===== config.mk =====
export PLATFORM = sky130hd
export DESIGN_NAME = integer_to_ascii_radix
export DESIGN_NICKNAME = d
export VERILOG_FILES = /design/src/design/i2a_pkg.sv /design/src/design/i2a_front.sv /design/src/design/i2a_queue.sv /design/src/design/i2a_back.sv /design/src/design/integer_to_ascii_radix.sv
export SDC_FILE = /design/constraint.sdc
export NUM_CORES = 1
export LEC_CHECK = 0
export BUFFER_PORTS_ARGS = -buffer_cell sky130_fd_sc_hd__clkbuf_2
export CORE_ASPECT_RATIO = 1.25
export CORE_UTILIZATION = 35
export CTS_CLUSTER_DIAMETER = 100
export CTS_CLUSTER_SIZE = 14
export DETAILED_ROUTE_END_ITERATION = 7
export GPL_TIMING_DRIVEN = 0
export PLACE_DENSITY = 0.62
export SLEW_MARGIN = 20
export SYNTH_ARGS = -nofsm -noshare
export SYNTH_HDL_FRONTEND = slang
export SYNTH_HIERARCHICAL = 1
export SYNTH_SLANG_ARGS = --single-unit
export TNS_END_PERCENT = 1

===== constraint.sdc =====
create_clock -name clock -period 7.7 [get_ports clock]
set_input_delay 1.54 -clock clock [delete_from_list [all_inputs] [get_ports clock]]
set_output_delay 1.54 -clock clock [all_outputs]
set_load 0.1 [all_outputs]

===== src/design/i2a_pkg.sv =====
package i2a_pkg;

   localparam int MAX_CHARS  = 23;
   localparam int DIGIT_W    = 4;
   localparam int STORE_W    = MAX_CHARS * DIGIT_W;
   localparam int VALUE_W    = 64;
   localparam int DEC_DIGITS = 20;
   localparam int OCT_DIGITS = 22;
   localparam int HEX_DIGITS = 16;
   localparam int COUNT_W    = 5;

   localparam logic [1:0] MODE_DEC = 2'd0;
   localparam logic [1:0] MODE_OCT = 2'd1;
   localparam logic [1:0] MODE_HEX = 2'd2;

   localparam logic [7:0] CHAR_ZERO   = 8'h30;
   localparam logic [7:0] CHAR_MINUS  = 8'h2d;
   localparam logic [7:0] HEX_OFFSET  = 8'd87;
   localparam logic [3:0] DIGIT_MAX   = 4'd9;

   typedef enum logic [2:0] {
      RADIX_DEC = 3'b001,
      RADIX_OCT = 3'b010,
      RADIX_HEX = 3'b100
   } radix_type;

   typedef struct packed {
      logic [63:0] value;
      logic [1:0]  mode;
      logic        signed_decimal;
      logic        alternate_octal;
   } req_type;

   typedef struct packed {
      logic [7:0] character;
      logic       last;
   } rsp_type;

   typedef struct packed {
      logic [63:0] magnitude;
      radix_type   radix;
      logic        negative;
      logic        prefix;
   } job_type;

endpackage


===== src/design/i2a_front.sv =====
module i2a_front (
   input  i2a_pkg::req_type req_data,
   output i2a_pkg::job_type job
);

   always_comb begin
      job.magnitude = req_data.value;
      job.negative  = 1'b0;
      job.prefix    = 1'b0;
      job.radix     = i2a_pkg::RADIX_HEX;
      if (req_data.signed_decimal) begin
         job.radix    = i2a_pkg::RADIX_DEC;
         job.negative = req_data.value[63];
         if (req_data.value[63]) begin
            job.magnitude = 64'd0 - req_data.value;
         end
      end else begin
         unique case (req_data.mode)
            i2a_pkg::MODE_DEC: job.radix = i2a_pkg::RADIX_DEC;
            i2a_pkg::MODE_OCT: job.radix = i2a_pkg::RADIX_OCT;
            default:           job.radix = i2a_pkg::RADIX_HEX;
         endcase
         job.prefix = (req_data.mode == i2a_pkg::MODE_OCT) && req_data.alternate_octal
                      && (req_data.value != 64'd0);
      end
   end

endmodule


===== src/design/i2a_queue.sv =====
module i2a_queue #(
   parameter int DEPTH = 2
) (
   input  logic             clock,
   input  logic             reset,
   input  logic             push,
   input  i2a_pkg::job_type push_data,
   output logic             full,
   input  logic             pop,
   output i2a_pkg::job_type pop_data,
   output logic             empty
);

   localparam int PTR_W = (DEPTH > 1) ? $clog2(DEPTH) : 1;
   localparam int CNT_W = $clog2(DEPTH + 1);

   i2a_pkg::job_type entries_ff [DEPTH];
   logic [PTR_W-1:0] wr_ptr_ff, wr_ptr_in;
   logic [PTR_W-1:0] rd_ptr_ff, rd_ptr_in;
   logic [CNT_W-1:0] count_ff, count_in;

   function automatic logic [PTR_W-1:0] next_ptr(input logic [PTR_W-1:0] ptr);
      if (ptr == PTR_W'(DEPTH - 1)) begin
         return '0;
      end
      return ptr + 1'b1;
   endfunction

   assign full     = (count_ff == CNT_W'(DEPTH));
   assign empty    = (count_ff == '0);
   assign pop_data = entries_ff[rd_ptr_ff];

   always_comb begin
      wr_ptr_in = push ? next_ptr(wr_ptr_ff) : wr_ptr_ff;
      rd_ptr_in = pop ? next_ptr(rd_ptr_ff) : rd_ptr_ff;
      count_in  = count_ff;
      if (push && !pop) begin
         count_in = count_ff + 1'b1;
      end else if (pop && !push) begin
         count_in = count_ff - 1'b1;
      end
   end

   always_ff @(posedge clock) begin
      if (reset) begin
         wr_ptr_ff <= '0;
         rd_ptr_ff <= '0;
         count_ff  <= '0;
      end else begin
         wr_ptr_ff <= wr_ptr_in;
         rd_ptr_ff <= rd_ptr_in;
         count_ff  <= count_in;
      end
   end

   always_ff @(posedge clock) begin
      if (push) begin
         entries_ff[wr_ptr_ff] <= push_data;
      end
   end

endmodule


===== src/design/i2a_back.sv =====
module i2a_back (
   input  logic             clock,
   input  logic             reset,
   input  logic             job_empty,
   input  i2a_pkg::job_type job,
   output logic             job_pop,
   output logic             rsp_valid,
   input  logic             rsp_stall,
   output i2a_pkg::rsp_type rsp_data
);

   localparam int SW         = i2a_pkg::STORE_W;
   localparam int DW         = i2a_pkg::DIGIT_W;
   localparam int BCD_W      = i2a_pkg::DEC_DIGITS * DW;
   localparam int CONV_STEPS = i2a_pkg::VALUE_W / 2;
   localparam int STEP_W     = $clog2(CONV_STEPS);

   typedef enum logic [3:0] {
      ST_IDLE = 4'b0001,
      ST_CONV = 4'b0010,
      ST_SKIP = 4'b0100,
      ST_EMIT = 4'b1000
   } state_type;

   state_type                     state_ff, state_in;
   logic [SW-1:0]                 digits_ff, digits_in;
   logic [i2a_pkg::VALUE_W-1:0]   bin_ff, bin_in;
   logic [STEP_W-1:0]             step_ff, step_in;
   logic [i2a_pkg::COUNT_W-1:0]   count_ff, count_in;
   logic                          sign_ff, sign_in;
   logic                          prefix_ff, prefix_in;
   logic                          rsp_valid_ff, rsp_valid_in;
   i2a_pkg::rsp_type              rsp_data_ff, rsp_data_in;
   logic                          out_free;
   logic [DW-1:0]                 top_digit;
   logic [BCD_W-1:0]              bcd_next;
   logic [SW-1:0]                 oct_digits;
   logic [SW-1:0]                 hex_digits;
   logic [i2a_pkg::VALUE_W+1:0]   mag_ext;

   // one shift-and-add-3 step of binary to bcd
   function automatic logic [BCD_W-1:0] dabble(input logic [BCD_W-1:0] bcd,
                                               input logic           bit_in);
      logic [BCD_W-1:0] adj;
      adj = bcd;
      for (int i = 0; i < i2a_pkg::DEC_DIGITS; i++) begin
         if (bcd[i*DW +: DW] >= 4'd5) begin
            adj[i*DW +: DW] = bcd[i*DW +: DW] + 4'd3;
         end
      end
      return {adj[BCD_W-2:0], bit_in};
   endfunction

   function automatic logic [7:0] digit_char(input logic [DW-1:0] d);
      if (d > i2a_pkg::DIGIT_MAX) begin
         return {4'd0, d} + i2a_pkg::HEX_OFFSET;
      end
      return {4'd0, d} + i2a_pkg::CHAR_ZERO;
   endfunction

   assign out_free  = !rsp_valid_ff || !rsp_stall;
   assign top_digit = digits_ff[SW-1 -: DW];
   assign job_pop   = (state_ff == ST_IDLE) && !job_empty;
   assign mag_ext   = {2'b00, job.magnitude};
   assign bcd_next  = dabble(dabble(digits_ff[BCD_W-1:0], bin_ff[63]), bin_ff[62]);

   always_comb begin
      oct_digits = '0;
      hex_digits = '0;
      for (int i = 0; i < i2a_pkg::OCT_DIGITS; i++) begin
         oct_digits[i*DW +: DW] = {1'b0, mag_ext[i*3 +: 3]};
      end
      for (int i = 0; i < i2a_pkg::HEX_DIGITS; i++) begin
         hex_digits[i*DW +: DW] = job.magnitude[i*DW +: DW];
      end
   end

   always_comb begin
      state_in     = state_ff;
      digits_in    = digits_ff;
      bin_in       = bin_ff;
      step_in      = step_ff;
      count_in     = count_ff;
      sign_in      = sign_ff;
      prefix_in    = prefix_ff;
      rsp_valid_in = out_free ? 1'b0 : rsp_valid_ff;
      rsp_data_in  = rsp_data_ff;
      unique case (state_ff)
         ST_IDLE: begin
            if (!job_empty) begin
               sign_in   = job.negative;
               prefix_in = job.prefix;
               count_in  = i2a_pkg::COUNT_W'(i2a_pkg::MAX_CHARS);
               bin_in    = job.magnitude;
               step_in   = STEP_W'(CONV_STEPS - 1);
               unique case (job.radix)
                  i2a_pkg::RADIX_DEC: begin
                     digits_in = '0;
                     state_in  = ST_CONV;
                  end
                  i2a_pkg::RADIX_OCT: begin
                     digits_in = oct_digits;
                     state_in  = ST_SKIP;
                  end
                  default: begin
                     digits_in = hex_digits;
                     state_in  = ST_SKIP;
                  end
               endcase
            end
         end
         ST_CONV: begin
            digits_in = {{(SW - BCD_W){1'b0}}, bcd_next};
            bin_in    = {bin_ff[i2a_pkg::VALUE_W-3:0], 2'b00};
            step_in   = step_ff - 1'b1;
            if (step_ff == '0) begin
               state_in = ST_SKIP;
            end
         end
         ST_SKIP: begin
            if ((count_ff > 5'd1) && (top_digit == '0)) begin
               digits_in = {digits_ff[SW-DW-1:0], {DW{1'b0}}};
               count_in  = count_ff - 1'b1;
            end else begin
               state_in = ST_EMIT;
            end
         end
         ST_EMIT: begin
            if (out_free) begin
               rsp_valid_in = 1'b1;
               if (sign_ff) begin
                  rsp_data_in.character = i2a_pkg::CHAR_MINUS;
                  rsp_data_in.last      = 1'b0;
                  sign_in               = 1'b0;
               end else if (prefix_ff) begin
                  rsp_data_in.character = i2a_pkg::CHAR_ZERO;
                  rsp_data_in.last      = 1'b0;
                  prefix_in             = 1'b0;
               end else begin
                  rsp_data_in.character = digit_char(top_digit);
                  rsp_data_in.last      = (count_ff == 5'd1);
                  digits_in             = {digits_ff[SW-DW-1:0], {DW{1'b0}}};
                  count_in              = count_ff - 1'b1;
                  if (count_ff == 5'd1) begin
                     state_in = ST_IDLE;
                  end
               end
            end
         end
         default: begin
            state_in = ST_IDLE;
         end
      endcase
   end

   always_ff @(posedge clock) begin
      if (reset) begin
         state_ff     <= ST_IDLE;
         count_ff     <= '0;
         sign_ff      <= 1'b0;
         prefix_ff    <= 1'b0;
         rsp_valid_ff <= 1'b0;
      end else begin
         state_ff     <= state_in;
         count_ff     <= count_in;
         sign_ff      <= sign_in;
         prefix_ff    <= prefix_in;
         rsp_valid_ff <= rsp_valid_in;
      end
   end

   always_ff @(posedge clock) begin
      digits_ff   <= digits_in;
      bin_ff      <= bin_in;
      step_ff     <= step_in;
      rsp_data_ff <= rsp_data_in;
   end

   assign rsp_valid = rsp_valid_ff;
   assign rsp_data  = rsp_data_ff;

endmodule


===== src/design/integer_to_ascii_radix.sv =====
// Converts a 64-bit value to ASCII text in decimal, octal or lowercase hex, one
// character per rsp transaction, most significant first, with last on the final
// digit. A front stage classifies each req transaction (radix, sign, magnitude,
// octal prefix) into a QUEUE_DEPTH-entry queue; a back engine converts and emits.
// Per item the back engine loads the job, then for decimal does binary-to-bcd
// shifting (two bits a cycle), then drops leading zero digits one at a time from
// the 23-digit field, then sends one character per cycle unless rsp is stalled.
// The back engine works one item at a time; the front keeps accepting while the
// queue has room.
module integer_to_ascii_radix #(
   parameter int QUEUE_DEPTH = 2
) (
   input  logic             clock,
   input  logic             reset,
   input  logic             req_valid,
   output logic             req_stall,
   input  i2a_pkg::req_type req_data,
   output logic             rsp_valid,
   input  logic             rsp_stall,
   output i2a_pkg::rsp_type rsp_data
);

   i2a_pkg::job_type front_job;
   i2a_pkg::job_type back_job;
   logic             queue_full;
   logic             queue_empty;
   logic             queue_pop;

   assign req_stall = queue_full;

   i2a_front u_front (
      .req_data (req_data),
      .job      (front_job)
   );

   i2a_queue #(
      .DEPTH (QUEUE_DEPTH)
   ) u_queue (
      .clock     (clock),
      .reset     (reset),
      .push      (req_valid && !queue_full),
      .push_data (front_job),
      .full      (queue_full),
      .pop       (queue_pop),
      .pop_data  (back_job),
      .empty     (queue_empty)
   );

   i2a_back u_back (
      .clock     (clock),
      .reset     (reset),
      .job_empty (queue_empty),
      .job       (back_job),
      .job_pop   (queue_pop),
      .rsp_valid (rsp_valid),
      .rsp_stall (rsp_stall),
      .rsp_data  (rsp_data)
   );

endmodule

# [Yosys cells after proc, flatten, opt, wreduce, memory -nomap -nowiden]
# Memory sizes are Yosys's and may differ from the RTL's. A register that Yosys moved wholly into a read port is not among the register bits.
# Cells that the tools add are included.
[totals] reg_bits=186 latchBits=0 ram_bits=138 rom_bits=0 in_bits=72 out_inout_bits=11 memories=1
[classes] add_sub_neg=49 multipliers=0 div_mod_pow=0 n_lt_le_gt_ge=42 eq_ne=17 shift=0 muxes=102 n_bitwise=0 n_reduce_logical=32
[mem_list] name="u_queue.entries_ff" words=2 word_bits=69 read_ports=1 rd_clocked_by_memory_dff=1 write_ports=1 line="i2a_queue.sv:17" source="i2a_pkg::job_type entries_ff [DEPTH];"
[op_table] op="two-way mux 92 bit" count=5
[op_table] op="one-hot mux 92 bit (4 select lines)" count=1
[op_table] op="two-way mux 64 bit" count=3
[op_table] op="two-way mux 4 bit" count=45
[op_table] op="one-hot mux 85 bit (2 select lines)" count=1
[op_table] op=">= comparator 4 x 3 -> 1 bit (second input constant)" count=40
[op_table] op="adder 4 x 2 -> 4 bit (second input constant)" count=38
[op_table] op="one-hot mux 64 bit (2 select lines)" count=1
[op_table] op="nonzero test 64 bit" count=1
[op_table] op="subtractor 1 x 64 -> 64 bit (first input constant)" count=1
[op_table] op="two-way mux 5 bit" count=6
[op_table] op="two-way mux 1 bit" count=25
[op_table] op="two-way mux 8 bit" count=2
[op_table] op="one-hot mux 4 bit (4 select lines)" count=1
[op_table] op="one-hot mux 5 bit (3 select lines)" count=1
[op_table] op="two-way mux 3 bit" count=4
[op_table] op="AND reduction 6 bit" count=2
[op_table] op="one-hot mux 5 bit (2 select lines)" count=1
[op_table] op="subtractor 5 x 1 -> 5 bit (second input constant)" count=2
[op_table] op="adder 4 x 7 -> 8 bit (second input constant)" count=1
[op_table] op="inequality test 2 x 1 -> 1 bit (second input constant)" count=4
[op_table] op="inequality test 2 bit (second input constant)" count=4
[op_table] op="adder 4 x 6 -> 7 bit (second input constant)" count=1
[op_table] op="logical AND 1 bit" count=7
[op_table] op="32 further kinds" count=45

# [Depth between registers and ports, before layout]
[depth] ltp_word=8 depth_mapped=11 depth_no_buf=11

# [Cells and area by module]
# The synthesis kept the hierarchy.
[modules_own_cells] mod="i2a_back" instances=1 cells_per_inst=1346 area_per_inst_um2=12399.4 seq_area_each_um2=5315.1
[modules_own_cells] mod="i2a_queue" instances=1 cells_per_inst=237 area_per_inst_um2=5226.3 seq_area_each_um2=4244.1
[modules_own_cells] mod="i2a_front" instances=1 cells_per_inst=220 area_per_inst_um2=1466.4 seq_area_each_um2=0.0
[modules_own_cells] mod="integer_to_ascii_radix" instances=1 cells_per_inst=1 area_per_inst_um2=13.8 seq_area_each_um2=0.0

# [Least setup slack after synthesis]
# No wires, ideal clock.
[synth_timing] kind="in2reg" startpoint="in rsp_stall" endpoint="reg u_back.digits_ff[0] (enable)" setup_ns=0.543 arrival_ns=5.988 slack_ns=1.169 cell_stages=4 n_path_buf=0 cell_sequence="a21oi_1 > nor2_2 > or3_1 > nor2_1"
[synth_between] elab_chain_cells=4
[synth_rtl] item="from (decl)" line="integer_to_ascii_radix.sv:19" source="input logic rsp_stall,"
[synth_rtl] item="logical NOT 1 bit" line="i2a_back.sv:61" source="assign out_free = !rsp_valid_ff || !rsp_stall;"
[synth_rtl] item="logical OR 1 bit" line="i2a_back.sv:61"
[synth_rtl] item="inequality test 2 x 1 -> 1 bit (no source line)"
[synth_rtl] item="AND reduction 6 bit (no source line)"
[synth_rtl] item="to (signal assigned)" line="i2a_back.sv:173" source="digits_ff <= digits_in;"
[synth_rtl] item="to (decl)" line="i2a_back.sv:26" source="logic [SW-1:0] digits_ff, digits_in;"
# Every way passes these cells.
# A chain may end at the register's enable or synchronous reset.

==> results.py <==
metrics = {
    "outcome": {
        "status": "complete, no violations",
    },
    "run": {
        "drv_cap": 0,
    },
    "timing": {
        "maxSlewViolCount": 0,
        "finalHoldViolations": 0,
        "worst_slew_pin_slew_ns": 1.05,
        "rsz0062_at_grt": "no",
        "post-route-period-util": 0.521,
        "period_minus_slack_ns": 4.01,
        "slew_headroom": 0.299,
        "clock_skew_ns": 0.0208,
        "max_freq_mhz": 249,
        "setup_viol": 0,
    },
    "critical_path": {
        "cp.arrival_ns": 4.32,
        "worst-path-max-fanout": 10,
        "path_cells": "clkbuf_2, nor4_1, nand4b_1, nor3_1, clkbuf_1, nand3_1, o211a_1",
        "cpPeakStageDelay_ns": 0.61,
        "r2r_slack_ns": 4.11,
        "criticalPathCategory": "in2reg",
        "worst_setup_path_start_kind": "primary input",
        "ff2ff_path_depth": 12,
        "cp-end-kind": "flop",
        "crit_path_top_delay_cell": "nor4_1",
        "worstPathRequired_ns": 8.01,
    },
    "yosys": {
        "synth_fa_ha_area_frac": 0.0432,
        "synth_area_leaders": "edfxtp_1, nand2_1, ha_1, mux2_2, xnor2_1",
        "yosys.area_share.simple": 0.139,
        "synth_ff_type": "edfxtp_1",
        "ys_seq_area_frac": 0.500,
        "synth_area_per_cell_um2": 10.6,
        "synth_top_family_by_area": "compound AO/OA/AOI/OAI gates",
        "synthTopCellsByCount": "edfxtp_1, nand2_1, a21oi_1",
        "yosys_warnings": 6,
        "syn_area_um2": 19100,
        "synthXorXnorAreaFrac": 0.0513,
        "synth.most_common_cell": "edfxtp_1",
        "synth_edf_count": 307,
        "ys_types": 84,
        "synthArstFlopShare": 0,
        "yosysTopAreaCell": "edfxtp_1",
        "synth_top_cell_area_share": 0.483,
        "synth_mux_area_frac": 0.0663,
        "synthesis.nets": 1942,
        "synth_compound_area_frac": 0.159,
        "synth_seq_cells": 324,
        "netlist_instances": 1804,
    },
    "global_routing": {
        "antenna_found_initial": 0,
        "grt_pass1_vias": 14333,
        "grt_util_met1": 0.227,
        "grt_usage": 0.187,
        "busiest_layer": "met2",
        "grt_pass1_wl_um": 81000,
        "grt_max_degree": 58,
        "use_met2": 0.336,
        "grt_overflow": 0,
        "grt_use_met3": 0.0162,
    },
    "cells_and_area": {
        "final_layout_size_suffix_gt1_frac": 0.135,
        "postLayoutCoreUtil": 0.397,
        "nNetsFinal": 2061,
        "post-route-cell-area_um2": 21400,
        "antenna_cells": 0,
        "area_growth_syn_to_layout_pct": 12.0,
    },
    "clock_network": {
        "worstSkewPairLatency_ns": 0.57,
        "numClockSinks": 324,
        "cts_resized": 0,
        "cts_max_level": 1,
        "tritoncts": "done",
        "path_clk_slew_ns": 0.06,
        "cts-root-buf": "clkbuf_16",
        "post_cts_buffers": 0,
        "holdBufCountCts": 0,
        "clk_path_buf_depth": 3,
        "cts_made_buffers": 27,
    },
    "detailed_routing": {
        "drt_first_pass_iters": 5,
        "via_per_inst": 5.51,
        "drt_iter0_drc": 1142,
        "avgRoutedWirePerCell_um": 19.8,
        "ant_nets": 0,
        "drc": 0,
        "routed_wl_um": 52700,
        "vias": 14643,
    },
    "worst_hold_path": {
        "min_path_cells": 2,
        "min_path_type": "reg2reg",
    },
    "die": {
        "num_io_pins": 83,
        "die_x_um": 211,
        "dieArea_um2": 55500,
        "initial_core_util": 0.355,
        "placementRows": 95,
        "core_um2": 53800,
        "die_y_um": 263,
    },
    "power": {
        "power_mw": 9.21,
        "ir_drop_uv": 179,
        "leakagePower_nw": 7.99,
        "power_density_nw_per_um2": 430,
    },
    "placed_design": {
        "gp_congestion": 0.926,
        "dpl_cell_area_um2": 20700,
        "dp_hpwl_um": 39700,
        "port_buffers": 81,
    },
}
==> report_power, final <==
group / total [mW] / switching (mW) / leakage, nW / internal [mW]
registers: 3.24 / 0.409 / 3.04 / 2.83
logic: 4.72 / 2.92 / 4.60 / 1.80
clock network: 1.25 / 0.616 / 0.351 / 0.636
total: 9.21 / 3.94 / 7.99 / 5.26
==> metal layers <==
layer,vias to the layer above,wire (µm),share of wire
li1,6925,-,-
met1,7122,21500,0.41
met2,473,26500,0.50
met3,123,2430,0.046
met4,0,2260,0.043
met5,-,0,0
==> logic make-up (layout without fill, tap and decap cells) <==
group,after synthesis,after routing
buffers and inverters,177,304
XOR/XNOR,111,111
AND/OR/NAND/NOR,554,554
AO/OA/AOI/OAI,458,458
flip-flops,324,324
other,1,1
adder cells (fa/ha/maj),66,66
multiplexers,113,113
==> registers in the layout, indices dropped and copies added (netlist names), 2 cells and up, named ones only <==
name	count
u_queue/entries_ff	138
u_back/rsp_data	8
u_back/digits_ff	92
u_back/bin_ff	64
u_queue/count_ff	2
u_back/count_ff	5
u_back/state_ff	4
u_back/step_ff	5
==> through the flow <==
step / instances / TNS, ns / hold WS (ns) / worst slack [ns]
6_report: 2658 / 0 / 0.495 / 3.69
5_1_grt: 2658 / 0 / 0.526 / 3.46
4_1_cts: 2658 / 0 / 0.488 / 3.69
3_5_place_dp: 2621 / 0 / 0.479 / 3.08
3_3_place_gp: 2612 / -121.18 / 0.472 / -1.34
2_1_floorplan: 1804 / 0 / 0.461 / 1.17
==> path summary, 6_finish.rpt <==
| check | startpoint | end |
|---|---|---|
| min reg2reg | flop | flop |
| min | flop | flop |
| max reg2reg | u_back/state_ff[1] | u_back/digits_ff[15] |
| max | req_data[27] | u_queue/entries_ff[1][0] |
==> placed cells by master (no fill, tap or decap), types with 37 or more instances in the layout <==
cell type,Yosys,layout
inv_1,96,96
nor3b_1,37,37
nor2_1,92,91
mux2_2,69,69
xnor2_1,64,64
nand2_1,266,265
a22oi_1,68,68
xor2_1,46,46
edfxtp_1,307,307
ha_1,66,66
a21oi_1,102,102
clkbuf_1,40,48
clkbuf_2,0,81
o21ai_0,81,81
==> cell type report <==
cell class,instances,area [µm²]
Fill cell,5234,32500
Sequential cell,324,9560
Multi-Input combinational cell,1303,8800
Tap cell,727,910
Clock buffer,35,706
Timing Repair Buffer,90,631
Buffer,79,399
Inverter,98,368
Clock inverter,2,15.0
==> worst max-delay path, delay by kind of cell <==
family,cells,cell delay [ns]
AO/OA/AOI/OAI,1,0.29
AND/OR/NAND/NOR,4,1.88
buffers and inverters,2,0.60
No activity file was read; power rests on OpenSTA's default activity.
